<file path="config.mk">
export PLATFORM = sky130hd
export DESIGN_NAME = speed_mode_hysteresis_fsm_flat
export DESIGN_NICKNAME = d
export VERILOG_FILES = /design/src/hw/rtl/smh_pkg.sv /design/src/hw/rtl/smh_channels.sv /design/src/hw/rtl/smh_csr.sv /design/src/hw/rtl/smh_eval.sv /design/src/hw/rtl/speed_mode_hysteresis_fsm.sv /design/src/flat_wrapper.sv
export VERILOG_INCLUDE_DIRS = /design/src /design/src/hw/rtl
export SDC_FILE = /design/constraint.sdc
export NUM_CORES = 1
export LEC_CHECK = 0
export ABC_AREA = 1
export BUFFER_PORTS_ARGS = -buffer_cell sky130_fd_sc_hd__buf_2
export CORE_MARGIN = 2
export CORE_UTILIZATION = 35
export CTS_CLUSTER_DIAMETER = 80
export DETAILED_ROUTE_END_ITERATION = 8
export GPL_TIMING_DRIVEN = 0
export PLACE_DENSITY_LB_ADDON = 0.2
export SLEW_MARGIN = 20
export SYNTH_ARGS = -nofsm -noshare
export SYNTH_HDL_FRONTEND = slang
export SYNTH_SLANG_ARGS = --single-unit
export TNS_END_PERCENT = 1
</file>
<file path="constraint.sdc">
create_clock -name clock -period 4.85 [get_ports clock]
set_input_delay 0 -clock clock [delete_from_list [all_inputs] [get_ports clock]]
set_output_delay 0 -clock clock [all_outputs]
set_load 0.05 [all_outputs]
</file>
<file path="src/hw/rtl/speed_mode_hysteresis_fsm_assert.svh">
// Assertion macros shared by the speed mode hysteresis RTL.
`ifndef SPEED_MODE_HYSTERESIS_FSM_ASSERT_SVH
`define SPEED_MODE_HYSTERESIS_FSM_ASSERT_SVH

// Same-cycle implication, checked at every rising clock edge outside reset.
`define SMH_ASSERT_IMPLY(label, clk, rst, ante, cons) \
   label: assert property (@(posedge clk) disable iff (rst) (ante) |-> (cons)) \
      else $error("speed mode hysteresis: same-cycle check failed");

// Next-cycle implication, checked at every rising clock edge outside reset.
`define SMH_ASSERT_NEXT(label, clk, rst, ante, cons) \
   label: assert property (@(posedge clk) disable iff (rst) (ante) |=> (cons)) \
      else $error("speed mode hysteresis: next-cycle check failed");

`endif

</file>
<file path="src/hw/rtl/smh_pkg.sv">
// Package with types, constants and helpers of the speed mode hysteresis block.
`default_nettype none

package smh_pkg;

   // Field widths.
   localparam int STAMP_WIDTH = 32;
   localparam int SPEED_WIDTH = 16;
   localparam int MODE_WIDTH  = 3;
   localparam int HOLD_WIDTH  = 16;
   localparam int CSR_WIDTH   = 16;
   localparam int CSR_IDX_WIDTH = 3;

   // Width that holds ten times a speed and three times the bridge speed.
   localparam int CMP_WIDTH = (SPEED_WIDTH + 4 > HOLD_WIDTH + 4) ?
                              SPEED_WIDTH + 4 : HOLD_WIDTH + 4;

   // Mode codes; codes above OTHER behave like OTHER.
   typedef enum logic [MODE_WIDTH-1:0] {
      MODE_NORMAL   = 3'd0,
      MODE_CAUTIOUS = 3'd1,
      MODE_BRAKE    = 3'd2,
      MODE_RECOVER  = 3'd3,
      MODE_OTHER    = 3'd4
   } mode_type;

   // Register indexes of the configuration port.
   typedef enum logic [CSR_IDX_WIDTH-1:0] {
      CSR_DDP_ENABLE      = 3'd0,
      CSR_BRIDGE_SPEED    = 3'd1,
      CSR_START_GRACE     = 3'd2,
      CSR_DOWN_HOLD       = 3'd3,
      CSR_UP_HOLD         = 3'd4,
      CSR_STOP_HOLD       = 3'd5,
      CSR_RECOVER_HOLD    = 3'd6
   } csr_index_type;

   // Register values after reset.
   localparam logic [HOLD_WIDTH-1:0] RST_BRIDGE_SPEED = 16'd1000;
   localparam logic [HOLD_WIDTH-1:0] RST_START_GRACE  = 16'd1000;
   localparam logic [HOLD_WIDTH-1:0] RST_DOWN_HOLD    = 16'd1500;
   localparam logic [HOLD_WIDTH-1:0] RST_UP_HOLD      = 16'd1500;
   localparam logic [HOLD_WIDTH-1:0] RST_STOP_HOLD    = 16'd2000;
   localparam logic [HOLD_WIDTH-1:0] RST_RECOVER_HOLD = 16'd1000;

   // Configuration seen by the decision logic.
   typedef struct packed {
      logic                  ddp_enable;
      logic [HOLD_WIDTH-1:0] bridge_speed_mmps;
      logic [HOLD_WIDTH-1:0] start_grace_ms;
      logic [HOLD_WIDTH-1:0] down_hold_ms;
      logic [HOLD_WIDTH-1:0] up_hold_ms;
      logic [HOLD_WIDTH-1:0] stop_hold_ms;
      logic [HOLD_WIDTH-1:0] recover_hold_ms;
   } cfg_type;

   // One speed sample.
   typedef struct packed {
      logic [SPEED_WIDTH-1:0] speed_mmps;
      logic [STAMP_WIDTH-1:0] stamp_ms;
      logic                   goal_received;
      logic                   goal_reached;
      logic [MODE_WIDTH-1:0]  cur_mode;
   } req_item_type;

   // One mode decision.
   typedef struct packed {
      logic                  mode_change;
      logic [MODE_WIDTH-1:0] next_mode;
      logic                  recover_exit;
   } rsp_item_type;

   // Time since a start stamp, modulo the stamp width.
   function automatic logic [STAMP_WIDTH-1:0] elapsed(
      input logic [STAMP_WIDTH-1:0] now,
      input logic [STAMP_WIDTH-1:0] start
   );
      return now - start;
   endfunction

   // Hold register widened to the stamp width.
   function automatic logic [STAMP_WIDTH-1:0] hold_ext(input logic [HOLD_WIDTH-1:0] hold);
      return STAMP_WIDTH'(hold);
   endfunction

endpackage

`default_nettype wire

</file>
<file path="src/hw/rtl/smh_channels.sv">
// Valid/ready channel interfaces for speed samples and mode decisions.
`default_nettype none

interface smh_req_if import smh_pkg::*; ();
   logic                   valid;
   logic                   ready;
   logic [SPEED_WIDTH-1:0] speed_mmps;
   logic [STAMP_WIDTH-1:0] stamp_ms;
   logic                   goal_received;
   logic                   goal_reached;
   logic [MODE_WIDTH-1:0]  cur_mode;

   modport source (output valid, speed_mmps, stamp_ms, goal_received, goal_reached,
                   cur_mode, input ready);
   modport sink   (input valid, speed_mmps, stamp_ms, goal_received, goal_reached,
                   cur_mode, output ready);
endinterface

interface smh_rsp_if import smh_pkg::*; ();
   logic                  valid;
   logic                  ready;
   logic                  mode_change;
   logic [MODE_WIDTH-1:0] next_mode;
   logic                  recover_exit;

   modport source (output valid, mode_change, next_mode, recover_exit, input ready);
   modport sink   (input valid, mode_change, next_mode, recover_exit, output ready);
endinterface

`default_nettype wire

</file>
<file path="src/hw/rtl/smh_csr.sv">
// Configuration register file of the speed mode hysteresis block.
`default_nettype none

module smh_csr
   import smh_pkg::*;
(
   input  wire logic                     clock,
   input  wire logic                     reset,
   input  wire logic                     wr_en,
   input  wire logic [CSR_IDX_WIDTH-1:0] index,
   input  wire logic [CSR_WIDTH-1:0]     wdata,
   output cfg_type                       cfg
);

   cfg_type cfg_ff;

   // Register writes; indexes past the list are dropped.
   always_ff @(posedge clock) begin
      if (reset) begin
         cfg_ff.ddp_enable        <= 1'b1;
         cfg_ff.bridge_speed_mmps <= RST_BRIDGE_SPEED;
         cfg_ff.start_grace_ms    <= RST_START_GRACE;
         cfg_ff.down_hold_ms      <= RST_DOWN_HOLD;
         cfg_ff.up_hold_ms        <= RST_UP_HOLD;
         cfg_ff.stop_hold_ms      <= RST_STOP_HOLD;
         cfg_ff.recover_hold_ms   <= RST_RECOVER_HOLD;
      end else if (wr_en) begin
         case (index)
            CSR_DDP_ENABLE:   cfg_ff.ddp_enable        <= wdata[0];
            CSR_BRIDGE_SPEED: cfg_ff.bridge_speed_mmps <= wdata[HOLD_WIDTH-1:0];
            CSR_START_GRACE:  cfg_ff.start_grace_ms    <= wdata[HOLD_WIDTH-1:0];
            CSR_DOWN_HOLD:    cfg_ff.down_hold_ms      <= wdata[HOLD_WIDTH-1:0];
            CSR_UP_HOLD:      cfg_ff.up_hold_ms        <= wdata[HOLD_WIDTH-1:0];
            CSR_STOP_HOLD:    cfg_ff.stop_hold_ms      <= wdata[HOLD_WIDTH-1:0];
            CSR_RECOVER_HOLD: cfg_ff.recover_hold_ms   <= wdata[HOLD_WIDTH-1:0];
            default: begin
            end
         endcase
      end
   end

   assign cfg = cfg_ff;

endmodule

`default_nettype wire

</file>
<file path="src/hw/rtl/smh_eval.sv">
// Hysteresis timers and the mode decision for one registered speed sample.
`default_nettype none
`include "speed_mode_hysteresis_fsm_assert.svh"

module smh_eval
   import smh_pkg::*;
(
   input  wire logic   clock,
   input  wire logic   reset,
   input  wire cfg_type cfg,
   input  wire logic   fire,
   input  wire req_item_type item,
   output rsp_item_type rsp
);

   logic [MODE_WIDTH-1:0]  prev_mode_ff, prev_mode_in;
   logic [STAMP_WIDTH-1:0] normal_entry_ff, normal_entry_in;
   logic [STAMP_WIDTH-1:0] down_start_ff, down_start_in;
   logic [STAMP_WIDTH-1:0] up_start_ff, up_start_in;
   logic [STAMP_WIDTH-1:0] stop_start_ff, stop_start_in;
   logic [STAMP_WIDTH-1:0] moving_start_ff, moving_start_in;
   logic                   down_armed_ff, down_armed_in;
   logic                   up_armed_ff, up_armed_in;
   logic                   stop_armed_ff, stop_armed_in;
   logic                   moving_armed_ff, moving_armed_in;

   logic [CMP_WIDTH-1:0]   speed_x4;
   logic [CMP_WIDTH-1:0]   speed_x10;
   logic [CMP_WIDTH-1:0]   bridge_x1;
   logic [CMP_WIDTH-1:0]   bridge_x3;
   logic                   below_quarter;
   logic                   at_or_above_30pct;
   logic                   below_tenth;
   logic                   entering_normal;
   logic                   down_armed_now;
   logic [STAMP_WIDTH-1:0] entry_now;
   logic                   grace_active;
   logic                   no_goal;
   logic [MODE_WIDTH-1:0]  next_mode;
   logic                   recover_exit;
   logic [MODE_WIDTH+3:0]  ctl_state;
   logic                   any_hold_armed;
   logic                   exit_ok;

   // Exact threshold compares: constant multiples built from shifts and adds.
   assign speed_x4  = CMP_WIDTH'(item.speed_mmps) << 2;
   assign speed_x10 = (CMP_WIDTH'(item.speed_mmps) << 3) + (CMP_WIDTH'(item.speed_mmps) << 1);
   assign bridge_x1 = CMP_WIDTH'(cfg.bridge_speed_mmps);
   assign bridge_x3 = (bridge_x1 << 1) + bridge_x1;

   assign below_quarter     = speed_x4 < bridge_x1;
   assign at_or_above_30pct = speed_x10 >= bridge_x3;
   assign below_tenth       = speed_x10 < bridge_x1;

   // A goal that is missing or already reached leaves the machine tracking only.
   assign no_goal = !item.goal_received || item.goal_reached;

   // Entering NORMAL restarts the grace window and drops the down timer.
   assign entering_normal = (item.cur_mode == MODE_NORMAL) && (prev_mode_ff != MODE_NORMAL);
   assign down_armed_now  = down_armed_ff && !entering_normal;
   assign entry_now       = entering_normal ? item.stamp_ms : normal_entry_ff;
   assign grace_active = elapsed(item.stamp_ms, entry_now) < hold_ext(cfg.start_grace_ms);

   // Next state and decision for the sample.
   always_comb begin
      prev_mode_in    = prev_mode_ff;
      normal_entry_in = normal_entry_ff;
      down_start_in   = down_start_ff;
      up_start_in     = up_start_ff;
      stop_start_in   = stop_start_ff;
      moving_start_in = moving_start_ff;
      down_armed_in   = down_armed_ff;
      up_armed_in     = up_armed_ff;
      stop_armed_in   = stop_armed_ff;
      moving_armed_in = moving_armed_ff;
      next_mode       = item.cur_mode;
      recover_exit    = 1'b0;

      if (cfg.ddp_enable) begin
         prev_mode_in = item.cur_mode;
         if (no_goal) begin
            down_armed_in = 1'b0;
            up_armed_in   = 1'b0;
            stop_armed_in = 1'b0;
         end else begin
            normal_entry_in = entry_now;
            case (item.cur_mode)
               MODE_NORMAL: begin
                  up_armed_in   = 1'b0;
                  stop_armed_in = 1'b0;
                  down_armed_in = 1'b0;
                  if (!grace_active && below_quarter) begin
                     if (!down_armed_now) begin
                        down_start_in = item.stamp_ms;
                        down_armed_in = 1'b1;
                     end else if (elapsed(item.stamp_ms, down_start_ff) >=
                                  hold_ext(cfg.down_hold_ms)) begin
                        next_mode = MODE_CAUTIOUS;
                     end else begin
                        down_armed_in = 1'b1;
                     end
                  end
               end
               MODE_CAUTIOUS: begin
                  down_armed_in = 1'b0;
                  up_armed_in   = 1'b0;
                  stop_armed_in = 1'b0;
                  if (at_or_above_30pct) begin
                     if (!up_armed_ff) begin
                        up_start_in = item.stamp_ms;
                        up_armed_in = 1'b1;
                     end else if (elapsed(item.stamp_ms, up_start_ff) >=
                                  hold_ext(cfg.up_hold_ms)) begin
                        next_mode = MODE_NORMAL;
                     end else begin
                        up_armed_in = 1'b1;
                     end
                  end
                  if (below_tenth) begin
                     if (!stop_armed_ff) begin
                        stop_start_in = item.stamp_ms;
                        stop_armed_in = 1'b1;
                     end else if (elapsed(item.stamp_ms, stop_start_ff) >
                                  hold_ext(cfg.stop_hold_ms)) begin
                        next_mode = MODE_BRAKE;
                     end else begin
                        stop_armed_in = 1'b1;
                     end
                  end
               end
               MODE_RECOVER: begin
                  down_armed_in   = 1'b0;
                  up_armed_in     = 1'b0;
                  stop_armed_in   = 1'b0;
                  moving_armed_in = 1'b0;
                  if (!below_tenth) begin
                     if (!moving_armed_ff) begin
                        moving_start_in = item.stamp_ms;
                        moving_armed_in = 1'b1;
                     end else if (elapsed(item.stamp_ms, moving_start_ff) >=
                                  hold_ext(cfg.recover_hold_ms)) begin
                        next_mode    = MODE_CAUTIOUS;
                        recover_exit = 1'b1;
                     end else begin
                        moving_armed_in = 1'b1;
                     end
                  end
               end
               default: begin
                  // Brake, other and unused codes: every timer stands down.
                  down_armed_in   = 1'b0;
                  up_armed_in     = 1'b0;
                  stop_armed_in   = 1'b0;
                  moving_armed_in = 1'b0;
               end
            endcase
         end
      end

      rsp.mode_change  = next_mode != item.cur_mode;
      rsp.next_mode    = next_mode;
      rsp.recover_exit = recover_exit;
   end

   // Control state: armed flags and the last seen mode.
   always_ff @(posedge clock) begin
      if (reset) begin
         prev_mode_ff    <= MODE_OTHER;
         down_armed_ff   <= 1'b0;
         up_armed_ff     <= 1'b0;
         stop_armed_ff   <= 1'b0;
         moving_armed_ff <= 1'b0;
      end else if (fire) begin
         prev_mode_ff    <= prev_mode_in;
         down_armed_ff   <= down_armed_in;
         up_armed_ff     <= up_armed_in;
         stop_armed_ff   <= stop_armed_in;
         moving_armed_ff <= moving_armed_in;
      end
   end

   // Timer start stamps.
   always_ff @(posedge clock) begin
      if (reset) begin
         normal_entry_ff <= '0;
         down_start_ff   <= '0;
         up_start_ff     <= '0;
         stop_start_ff   <= '0;
         moving_start_ff <= '0;
      end else if (fire) begin
         normal_entry_ff <= normal_entry_in;
         down_start_ff   <= down_start_in;
         up_start_ff     <= up_start_in;
         stop_start_ff   <= stop_start_in;
         moving_start_ff <= moving_start_in;
      end
   end

   // Short names for the checked conditions.
   assign ctl_state = {prev_mode_ff, down_armed_ff, up_armed_ff, stop_armed_ff, moving_armed_ff};
   assign any_hold_armed = down_armed_ff || up_armed_ff || stop_armed_ff;
   assign exit_ok = item.cur_mode == MODE_RECOVER && rsp.next_mode == MODE_CAUTIOUS &&
                    rsp.mode_change;

   // An exit from RECOVER always asks for CAUTIOUS.
   `SMH_ASSERT_IMPLY(a_exit_goes_cautious, clock, reset, fire && rsp.recover_exit, exit_ok)
   // A disabled block leaves its state alone.
   `SMH_ASSERT_NEXT(a_disabled_keeps_state, clock, reset, fire && !cfg.ddp_enable, $stable(ctl_state))
   // Without an active goal the three hold timers are disarmed.
   `SMH_ASSERT_NEXT(a_no_goal_disarms, clock, reset, fire && cfg.ddp_enable && no_goal, !any_hold_armed)

endmodule

`default_nettype wire

</file>
<file path="src/hw/rtl/speed_mode_hysteresis_fsm.sv">
// Top level of the speed mode hysteresis block.
// Speed samples arrive as beats on the req_bus channel (valid/ready); each
// sample yields exactly one mode decision beat on the rsp_bus channel, in order.
// A sample is taken into an input register; once the result register is free
// or being emptied, the decision logic reads it together with the timer state,
// updates the state and loads the result register, which drives rsp_bus.
// Throughput is one sample per cycle while the receiver does not stall, set by
// the single decision pass between the input register and the result register.
// When the receiver stalls, the result register holds its beat and the input
// register may still take one more sample; only when both are full is
// req_bus.ready low. Configuration registers are written through csr_wr_en,
// csr_index and csr_wdata; the user must write them only while no sample is in
// flight, and the block itself does not enforce this.
// A synchronous, active-high reset empties both registers, clears the timers
// and loads the register defaults; the block accepts a sample right after.
`default_nettype none
`include "speed_mode_hysteresis_fsm_assert.svh"

module speed_mode_hysteresis_fsm
   import smh_pkg::*;
(
   input  wire logic                     clock,
   input  wire logic                     reset,
   smh_req_if.sink                       req_bus,
   smh_rsp_if.source                     rsp_bus,
   input  wire logic                     csr_wr_en,
   input  wire logic [CSR_IDX_WIDTH-1:0] csr_index,
   input  wire logic [CSR_WIDTH-1:0]     csr_wdata
);

   cfg_type      cfg;
   req_item_type req_item_ff;
   logic         req_valid_ff;
   rsp_item_type rsp_item_ff;
   rsp_item_type rsp_item_in;
   logic         rsp_valid_ff;
   logic         fire;
   logic         req_take;

   smh_csr u_csr (
      .clock (clock),
      .reset (reset),
      .wr_en (csr_wr_en),
      .index (csr_index),
      .wdata (csr_wdata),
      .cfg   (cfg)
   );

   // A sample is evaluated when the result register is free or being emptied.
   assign fire     = req_valid_ff && (!rsp_valid_ff || rsp_bus.ready);
   assign req_take = req_bus.valid && req_bus.ready;
   assign req_bus.ready = !req_valid_ff || fire;

   // Input register valid flag.
   always_ff @(posedge clock) begin
      if (reset) begin
         req_valid_ff <= 1'b0;
      end else if (req_take) begin
         req_valid_ff <= 1'b1;
      end else if (fire) begin
         req_valid_ff <= 1'b0;
      end
   end

   // Input register payload.
   always_ff @(posedge clock) begin
      if (req_take) begin
         req_item_ff.speed_mmps    <= req_bus.speed_mmps;
         req_item_ff.stamp_ms      <= req_bus.stamp_ms;
         req_item_ff.goal_received <= req_bus.goal_received;
         req_item_ff.goal_reached  <= req_bus.goal_reached;
         req_item_ff.cur_mode      <= req_bus.cur_mode;
      end
   end

   smh_eval u_eval (
      .clock (clock),
      .reset (reset),
      .cfg   (cfg),
      .fire  (fire),
      .item  (req_item_ff),
      .rsp   (rsp_item_in)
   );

   // Result register valid flag.
   always_ff @(posedge clock) begin
      if (reset) begin
         rsp_valid_ff <= 1'b0;
      end else if (fire) begin
         rsp_valid_ff <= 1'b1;
      end else if (rsp_bus.ready) begin
         rsp_valid_ff <= 1'b0;
      end
   end

   // Result register payload.
   always_ff @(posedge clock) begin
      if (fire) begin
         rsp_item_ff <= rsp_item_in;
      end
   end

   assign rsp_bus.valid        = rsp_valid_ff;
   assign rsp_bus.mode_change  = rsp_item_ff.mode_change;
   assign rsp_bus.next_mode    = rsp_item_ff.next_mode;
   assign rsp_bus.recover_exit = rsp_item_ff.recover_exit;

   // With both registers full and the receiver stalled, no sample is taken.
   `SMH_ASSERT_IMPLY(a_full_blocks_input, clock, reset, req_valid_ff && rsp_valid_ff && !rsp_bus.ready, !req_bus.ready && !fire)

endmodule

`default_nettype wire

</file>
<file path="src/flat_wrapper.sv">
// flat-port wrapper written by rule: the top's interface ports become plain ports
module speed_mode_hysteresis_fsm_flat import smh_pkg::*;
  (clock, reset, csr_wr_en, csr_index, csr_wdata, req_bus_valid, req_bus_speed_mmps, req_bus_stamp_ms, req_bus_goal_received, req_bus_goal_reached, req_bus_cur_mode, req_bus_ready, rsp_bus_valid, rsp_bus_mode_change, rsp_bus_next_mode, rsp_bus_recover_exit, rsp_bus_ready);
  smh_req_if req_bus_i ();
  smh_rsp_if rsp_bus_i ();
  input  wire logic clock;
  input  wire logic reset;
  input  wire logic csr_wr_en;
  input  wire logic [CSR_IDX_WIDTH-1:0] csr_index;
  input  wire logic [CSR_WIDTH-1:0] csr_wdata;
  input wire logic [$bits(req_bus_i.valid)-1:0] req_bus_valid;
  input wire logic [$bits(req_bus_i.speed_mmps)-1:0] req_bus_speed_mmps;
  input wire logic [$bits(req_bus_i.stamp_ms)-1:0] req_bus_stamp_ms;
  input wire logic [$bits(req_bus_i.goal_received)-1:0] req_bus_goal_received;
  input wire logic [$bits(req_bus_i.goal_reached)-1:0] req_bus_goal_reached;
  input wire logic [$bits(req_bus_i.cur_mode)-1:0] req_bus_cur_mode;
  output wire logic [$bits(req_bus_i.ready)-1:0] req_bus_ready;
  output wire logic [$bits(rsp_bus_i.valid)-1:0] rsp_bus_valid;
  output wire logic [$bits(rsp_bus_i.mode_change)-1:0] rsp_bus_mode_change;
  output wire logic [$bits(rsp_bus_i.next_mode)-1:0] rsp_bus_next_mode;
  output wire logic [$bits(rsp_bus_i.recover_exit)-1:0] rsp_bus_recover_exit;
  input wire logic [$bits(rsp_bus_i.ready)-1:0] rsp_bus_ready;
  assign req_bus_i.valid = req_bus_valid;
  assign req_bus_i.speed_mmps = req_bus_speed_mmps;
  assign req_bus_i.stamp_ms = req_bus_stamp_ms;
  assign req_bus_i.goal_received = req_bus_goal_received;
  assign req_bus_i.goal_reached = req_bus_goal_reached;
  assign req_bus_i.cur_mode = req_bus_cur_mode;
  assign req_bus_ready = req_bus_i.ready;
  assign rsp_bus_valid = rsp_bus_i.valid;
  assign rsp_bus_mode_change = rsp_bus_i.mode_change;
  assign rsp_bus_next_mode = rsp_bus_i.next_mode;
  assign rsp_bus_recover_exit = rsp_bus_i.recover_exit;
  assign rsp_bus_i.ready = rsp_bus_ready;
  speed_mode_hysteresis_fsm u_core (.clock(clock), .reset(reset), .req_bus(req_bus_i), .rsp_bus(rsp_bus_i), .csr_wr_en(csr_wr_en), .csr_index(csr_index), .csr_wdata(csr_wdata));
endmodule
</file>
== Word-level counts from Yosys, hierarchy flattened ==
Cells that the tools add are included.

* Register bits: 324
* Bits of input ports: 77
* Output and inout port bits: 7

* Add/sub/neg operators: 7
* Order comparisons: 8
* Eq/ne operators: 9
* Multiplexer cells: 40
* Bitwise gates (word level): 9
* Reductions and logical operators: 34

{| class="wikitable"
|+ Operators by type and width
! kind !! count
|-
| $sub A32 B32 Y32 || 5
|-
| $ge A32 B16 Y1 || 3
|-
| $mux W3 || 14
|-
| $gt A32 B16 Y1 || 1
|-
| $lt A32 B16 Y1 || 1
|-
| $mux W32 || 1
|-
| $reduce_and A6 Y1 || 4
|-
| $mux W1 || 23
|-
| $add A19 B17 Y20 || 1
|-
| $ge A20 B18 Y1 || 1
|-
| $lt A20 B16 Y1 || 1
|-
| $add A17 B16 Y18 || 1
|-
| $lt A18 B16 Y1 || 1
|-
| $reduce_and A2 Y1 || 8
|-
| $eq A3 B2 Y1 const B || 3
|-
| $eq A3 B3 Y1 const B || 3
|-
| $not A1 Y1 || 9
|-
| $pmux W3 S3 || 1
|-
| $eq A3 B1 Y1 const B || 2
|-
| $logic_not A3 Y1 || 2
|-
| $logic_and A1 B1 Y1 || 5
|-
| $logic_not A1 Y1 || 5
|-
| $reduce_or A5 Y1 || 1
|-
| $reduce_and A4 Y1 || 1
|-
| other kinds (7) || 10
|}

== Depth between registers and ports, before layout ==
Gate-level depths: netlist (run 1).

* Depth after elaboration: 12
* Gate-level depth with buffers: 30
* Gate-level depth less buffers: 30

== Cells and area by module ==
From an unflattened synthesis (run 1), not the netlist that was laid out.

* Cell total of the unflattened synthesis: 4571
* Area, all modules: 28421.0 um^2

{| class="wikitable"
|+ Modules (own cells, without submodules)
! module !! instances !! cells an instance !! area an instance (um^2) !! sequential area each (um^2)
|-
| smh_eval || 1 || 3986 || 22860.7 || 3343.2
|-
| smh_csr || 1 || 515 || 3727.3 || 1941.9
|-
| speed_mode_hysteresis_fsm || 1 || 70 || 1833.0 || 1781.7
|}

== Worst setup path after synthesis (run 1) ==
Ideal clock, no wire load.

* Path type: reg-to-reg
* From: register u_core.req_item_ff[1] (netlist bit)
* To: register u_core.rsp_item_ff (netlist bit u_core.rsp_bus.mode_change), data pin
* Library setup time: 259 ps
* Arrival: 3901 ps
* Data required time: 4591 ps
* Slack: 691 ps
* Cell stages (with the launch flop): 28
* Path buffers: 2
* Clock period less this slack: 4159 ps
* Cell sequence: edfxtp_1 -> nor2_2 -> nand2_1 -> a21oi_1 -> buf_4 -> buf_1 -> mux2i_1 -> ha_1 -> nand2_1 -> nand3_1 -> nand2_1 -> nand2_1 -> nand2_1 -> nand2_1 -> xor2_1 -> ha_1 -> nand2_1 -> nor2_1 -> a211oi_1 -> o221ai_1 -> a21oi_1 -> nand3_1 -> nand2_2 -> inv_1 -> nand2_1 -> nand3_1 -> nand3_1 -> nand3_1

{| class="wikitable"
|+ RTL lines
! what !! RTL line !! RTL
|-
| start, declared || speed_mode_hysteresis_fsm.sv:32 || <nowiki>req_item_type req_item_ff;</nowiki>
|-
| end signal, assigned || speed_mode_hysteresis_fsm.sv:99 || <nowiki>rsp_item_ff <= rsp_item_in;</nowiki>
|-
| end, declared || speed_mode_hysteresis_fsm.sv:34 || <nowiki>rsp_item_type rsp_item_ff;</nowiki>
|}

==> flow_summary.ini, run 1 <==
[timing]
hold_viol = 0
period_share = 0.932
fin_tns_setup_ns = 0
fin_ws_ns = 0.329
finalSetupViolCount = 0
slew_viol_final = 0
worst_pin_slew_ns = 1.24
relSlewSlack = 0.175
period_minus_slack_ns = 4.52
rsz0062_at_grt = true
fmax_mhz = 221
clock_skew_ns = 0.0191

[synthesis]
synth-main-ff-cell = dfxtp_1
yosys_warnings = 0
synth_edf_count = 58
syn_inst = 4363
syn_avg_cell_area_sq_um = 6.34
syn_area_sq_um = 27600
ys_seq_area_frac = 0.256
synth_fp_nets = 4757
synth_cell_types = 53
ys_ff_latch = 324
synthArstFlopShare = 0

[clocking]
cts_buffers = 43
cts_buffer_depth = 3
clk_pin_slew_ns = 0.06
cts_sinks = 324
h-tree-depth = 2
cts_root_buffer = clkbuf_16
cts_tree = yes
insertion_delay_ns = 0.58

[routing]
num_vias = 27317
antenna_left = 0
drc = 0
wl_mm = 94.8
wire_per_inst_um = 16.6
drt_first_pass_iters = 5
via_per_inst = 4.79
drt-initial-drc-count = 1602

[setup_path]
arrival_ns = 4.84
r2r-end = u_core.rsp_bus.mode_change
critPathKind = reg2reg
critPathRequiredTime_ns = 5.17
startpoint = u_core.req_item_ff[2]
critPathMaxFanout = 10
r2r_slack_ns = 0.33
r2r-start = u_core.req_item_ff[2]
cp-end-kind = flop
r2r_cells = 25
cp-start-kind = flop

[finish]
layoutNonFillerInstCount = 5699
area_growth_syn_to_layout_pct = 16.4
final_cell_mix = 1272 x nand2_1, 835 x inv_1, 383 x a21oi_1
nets = 5007
drive_above_1_share = 0.0641
final_area_sq_um = 32200
final_common_cell = nand2_1

[min_path]
whs_path_depth = 4
hold_start = csr_wr_en
hp-class = in2reg
hold_end = u_core.u_csr.cfg[96]

[die]
start_util = 0.352
die_h_um = 285
pin_count = 84
design.die.area_sq_um = 81300
die_x_um = 285
rows = 103
core_sq_um = 78600

[global_route]
grt_max_degree = 28
antenna_found_initial = 1
grt_pass1_wl_mm = 145
grt_pass1_vias = 25480
track_usage = 0.228
grt-ovfl-total = 0

[place]
gp_congestion = 0.918
hpwl_mm = 73.8
dp_slack_ns = -0.529
numPortBuffers = 82
placed_cell_area_sq_um = 29400
placed_cells = 5497

[power]
powerDensity_nw_per_um2 = 258
power.static_leakage_uw = 0.0162
irDropWorstVdd_v = 0.000247
power_uw = 8310

[status]
outcome = complete, no violations

[job]
max_cap_viol_count = 0
## power by group
group | switching, uW | internal, uW
Sequential | 108 | 2820
Clock | 1320 | 1920
Combinational | 1360 | 783
Total | 2780 | 5530
## synthesized netlist by cell type, types with 3 or more instances
library cell	n	area (sq um)
and2_1	12	75.1
a21o_1	4	30.0
nand2_2	6	37.5
o21bai_1	25	188
o21ai_0	226	1130
a21oi_2	8	70.1
clkbuf_2	3	15.0
buf_2	16	80.1
buf_1	8	30.0
fa_1	8	160
clkbuf_1	46	173
edfxtp_1	58	1740
nor4_1	3	18.8
xor2_1	99	867
ha_1	309	3870
xnor2_1	9	78.8
a21oi_1	388	1940
o211ai_1	49	368
nand2_1	1274	4780
mux2i_1	28	280
a31oi_1	4	25.0
inv_2	5	18.8
o21ai_1	48	240
a211oi_1	9	67.6
nand3_1	178	891
nor3_1	32	160
nand4_1	41	257
nand3b_1	13	97.6
inv_1	837	3140
or2_2	3	18.8
o21a_1	3	22.5
dfxtp_1	266	5330
nor2_1	318	1190
buf_6	5	56.3
## sequential cells by signal, indices dropped and copies added, names as in the netlist, 3 cells and up
signal,cells
u_core.u_eval.moving_start_ff,32
u_core.u_eval.prev_mode_ff,3
u_core.u_eval.normal_entry_ff,32
u_core.u_eval.stop_start_ff,32
u_core.rsp_bus.next_mode,3
u_core.req_item_ff,53
u_core.u_eval.up_start_ff,32
u_core.u_csr.cfg,97
u_core.u_eval.down_start_ff,32
## what timing repair did
item | in CTS | in global routing
gates resized for setup | 7 | 57
buffers inserted | 5 | 40
hold endpoints to repair | 151 | 0
hold buffers | 76 | 0
endpoints found under the setup margin | 35 | 69
pin swaps | 0 | 9
## worst max-delay path: stages, from the launching register on
cell      delay, ns
edfxtp_1       0.50
nor2_2         0.19
nand2_2        0.11
a21oi_2        0.12
buf_4          0.15
buf_8          0.16
mux2i_2        0.27
ha_1           0.32
nand2_1        0.15
inv_1          0.07
a21oi_2        0.19
nand3_1        0.16
xor2_1         0.18
ha_1           0.30
a21oi_1        0.16
nor2_1         0.06
a211oi_2       0.15
o221ai_1       0.13
a21oi_1        0.14
nand3_1        0.14
nand2_2        0.16
inv_1          0.06
nand2_1        0.10
nand3_1        0.12
nand3_1        0.09
nand3_1        0.08
## cell type report
| cell class | instances | area [sq um] |
|---|---|---|
| timing repair buffer | 205 | 1540 |
| sequential | 324 | 7070 |
| fill | 8575 | 46400 |
| clock inverter | 25 | 267 |
| buffer | 79 | 405 |
| inverter | 844 | 3180 |
| clock buffer | 54 | 1160 |
| multi-input combinational | 3116 | 17200 |
| tap | 1050 | 1310 |
| antenna | 2 | 5.00 |
## metal layers
metal | vias up | part of all wire | global-route usage
met5 | - | 0 | 0
met3 | 85 | 0.033 | 0.0210
met4 | 0 | 0.024 | 0.0517
met1 | 12414 | 0.47 | 0.305
met2 | 417 | 0.47 | 0.397
li1 | 14401 | - | -
## logic make-up after synthesis
group,count (synthesis),synth area share
AND/OR/NAND/NOR,1890,0.276
buffers and inverters,923,0.128
AO/OA/AOI/OAI,773,0.151
flip-flops,324,0.256
adder cells (fa/ha/maj),317,0.146
XOR/XNOR,108,0.0342
multiplexers,28,0.0101
## worst max path at each step
stage,to,cells after the start
3_5_place_dp,u_core.u_eval.down_start_ff[31],26
2_1_floorplan,u_core.rsp_bus.mode_change,27
3_3_place_gp,u_core.u_eval.down_start_ff[31],26
6_report,u_core.rsp_bus.mode_change,25
5_1_grt,u_core.u_eval.up_start_ff[22],25
4_1_cts,u_core.u_eval.down_start_ff[31],27
## metrics by stage
stage / util / hold slack, ns
6_report: 0.409 / 0.121
5_1_grt: 0.409 / 0.0990
4_1_cts: 0.403 / 0.0609
3_5_place_dp: 0.374 / 0.179
3_3_place_gp: 0.374 / 0.177
2_1_floorplan: - / 0.0989
Power figures use the tool's default switching activity.
==> run 2, diff against run 1 <==
clock period = 3.65 ns   (was 4.85 ns; I/O delays follow)
==> flow_summary.ini, run 2 (synthesis results as in run 1) <==
[status]
outcome = complete, but fails checks
violations = negative setup slack

[power]
power_uw = 11400
internal-power_uw = 7620
pwr-share-seq = 0.339
powerDensity_nw_per_um2 = 345
switching_share = 0.334
power.switching_uw = 3830
clockPowerShare = 0.400
power.static_leakage_uw = 0.0165
irDropWorstVdd_v = 0.000357
combPwrFrac = 0.262

[die]
pin_count = 84
start_util = 0.352
die_x_um = 285
die_h_um = 285
design.die.area_sq_um = 81300
rows = 103
core_sq_um = 78600

[timing]
period_minus_slack_ns = 4.29
whs_ns = 0.113
relSlewSlack = 0.162
period_share = 1.18
worst_pin_slew_ns = 1.26
clock_skew_ns = 0.0321
rsz0062_at_grt = true
fmax_mhz = 233
slew_viol_final = 0
hold_viol = 0
fin_ws_ns = -0.642
finalSetupViolCount = 134

[finish]
final_area_sq_um = 33200
area_growth_syn_to_layout_pct = 20.0
nets = 5022
multi_input_area_sq_um = 17700
final_cell_mix = 1254 x nand2_1, 832 x inv_1, 378 x a21oi_1
post-route-util = 0.422
seqCellArea_sq_um = 7070
largest_register_ffs = 97
final_common_cell = nand2_1
drive_above_1_share = 0.0851
fillCellCount = 8499

[clocking]
cts_sinks = 324
cts_buffers = 44
cts_buffer_depth = 3
clk_pin_slew_ns = 0.06
h-tree-depth = 2
insertion_delay_ns = 0.59
cts_root_buffer = clkbuf_16
cts_tree = yes

[setup_path]
arrival_ns = 4.76
critPathRequiredTime_ns = 4.12
slowest_stage = edfxtp_1
critPathBufInv = 5
crit_family = simple AND/OR/NAND/NOR gates
max_stage_delay_ns = 0.46
cp-end-kind = flop
critPathMaxFanout = 10
critPathKind = reg2reg
cp-start-kind = flop

[routing]
drt_first_pass_iters = 5
antenna_left = 0
num_vias = 27602
drc = 0
drt-initial-drc-count = 1777
via_per_inst = 4.83
wl_mm = 96.3
wire_per_inst_um = 16.9

[place]
numPortBuffers = 82
gp_congestion = 0.915
placed_cell_area_sq_um = 29500
hpwl_mm = 74.2

[global_route]
grt_pass1_wl_mm = 145
grt_pass1_vias = 25599
track_usage = 0.230
antenna_found_initial = 1
grt-ovfl-total = 0
grt_max_degree = 30

[min_path]
hp-class = in2reg

[job]
max_cap_viol_count = 0
==> run 2: cell count changes in the layout (fill, tap and decap cells not counted), moves of 8 or more <==
cell / before / now
nand3_1: 173 / 164
nand2_2: 8 / 22
ha_4: 4 / 13
buf_12: 2 / 17
buf_2: 96 / 88
nand2_1: 1272 / 1254
ha_1: 303 / 289
==> run 2: worst paths after layout <==
check / end / slack (ns) / cells after the start / from
worst max-delay path: u_core.u_eval.down_start_ff[28] / -0.64 / 28 / u_core.req_item_ff[2]
worst min-delay path: u_core.req_item_ff[14] / 0.11 / 2 / req_bus_stamp_ms[9]
worst max register to register: u_core.u_eval.down_start_ff[28] / -0.64 / 28 / u_core.req_item_ff[2]
worst min register to register: u_core.u_eval.down_start_ff[0] / 0.45 / 2 / u_core.u_eval.down_start_ff[0]
==> run 2: area by class of cell <==
type / count / share of cell area
clock inverters: 28 / 0.00939
diodes: 1 / 0.0000754
inverters: 844 / 0.0957
clock buffers: 53 / 0.0367
flip-flops and latches: 324 / 0.213
multi-input cells: 3116 / 0.534
plain buffers: 79 / 0.0157
well taps: 1050 / 0.0396
repair buffers: 219 / 0.0556
==> run 2: power by group through the flow <==
stage	clock [uW]	sequential (uW)	combinational, uW
after global routing	4820	3880	3400
final	4580	3880	3000
after CTS	4670	3870	2940
after floorplan	0	3900	1920
after global placement	0	4010	2610
after detailed placement	0	4000	2650
==> run 2: per-layer routing <==
layer / vias up / wire (um) / GRT usage
met3: 121 / 4940 / 0.0331
met1: 12510 / 44200 / 0.302
li1: 14414 / - / -
met5: - / 0 / 0
met2: 557 / 44100 / 0.386
met4: 0 / 3040 / 0.0775
==> run 2: stage by stage <==
stage                     setup TNS (ns)  worst slack [ns]  std cells
after floorplan                    -4.45            -0.122       4363
after global placement           -108.96             -1.23       5495
after detailed placement         -109.88             -1.25       5498
after CTS                         -44.78            -0.590       5704
after global routing              -85.66            -0.840       5713
final                             -44.84            -0.642       5714
==> run 2: timing repair <==
action                     4_1_cts  5_1_grt
hold endpoints to repair       176        0
gates cloned                     0        2
hold buffers                    76        0
setup endpoints to repair      136      136
gates resized for setup        123       62
pin swaps                       20       15
buffers inserted                49        7
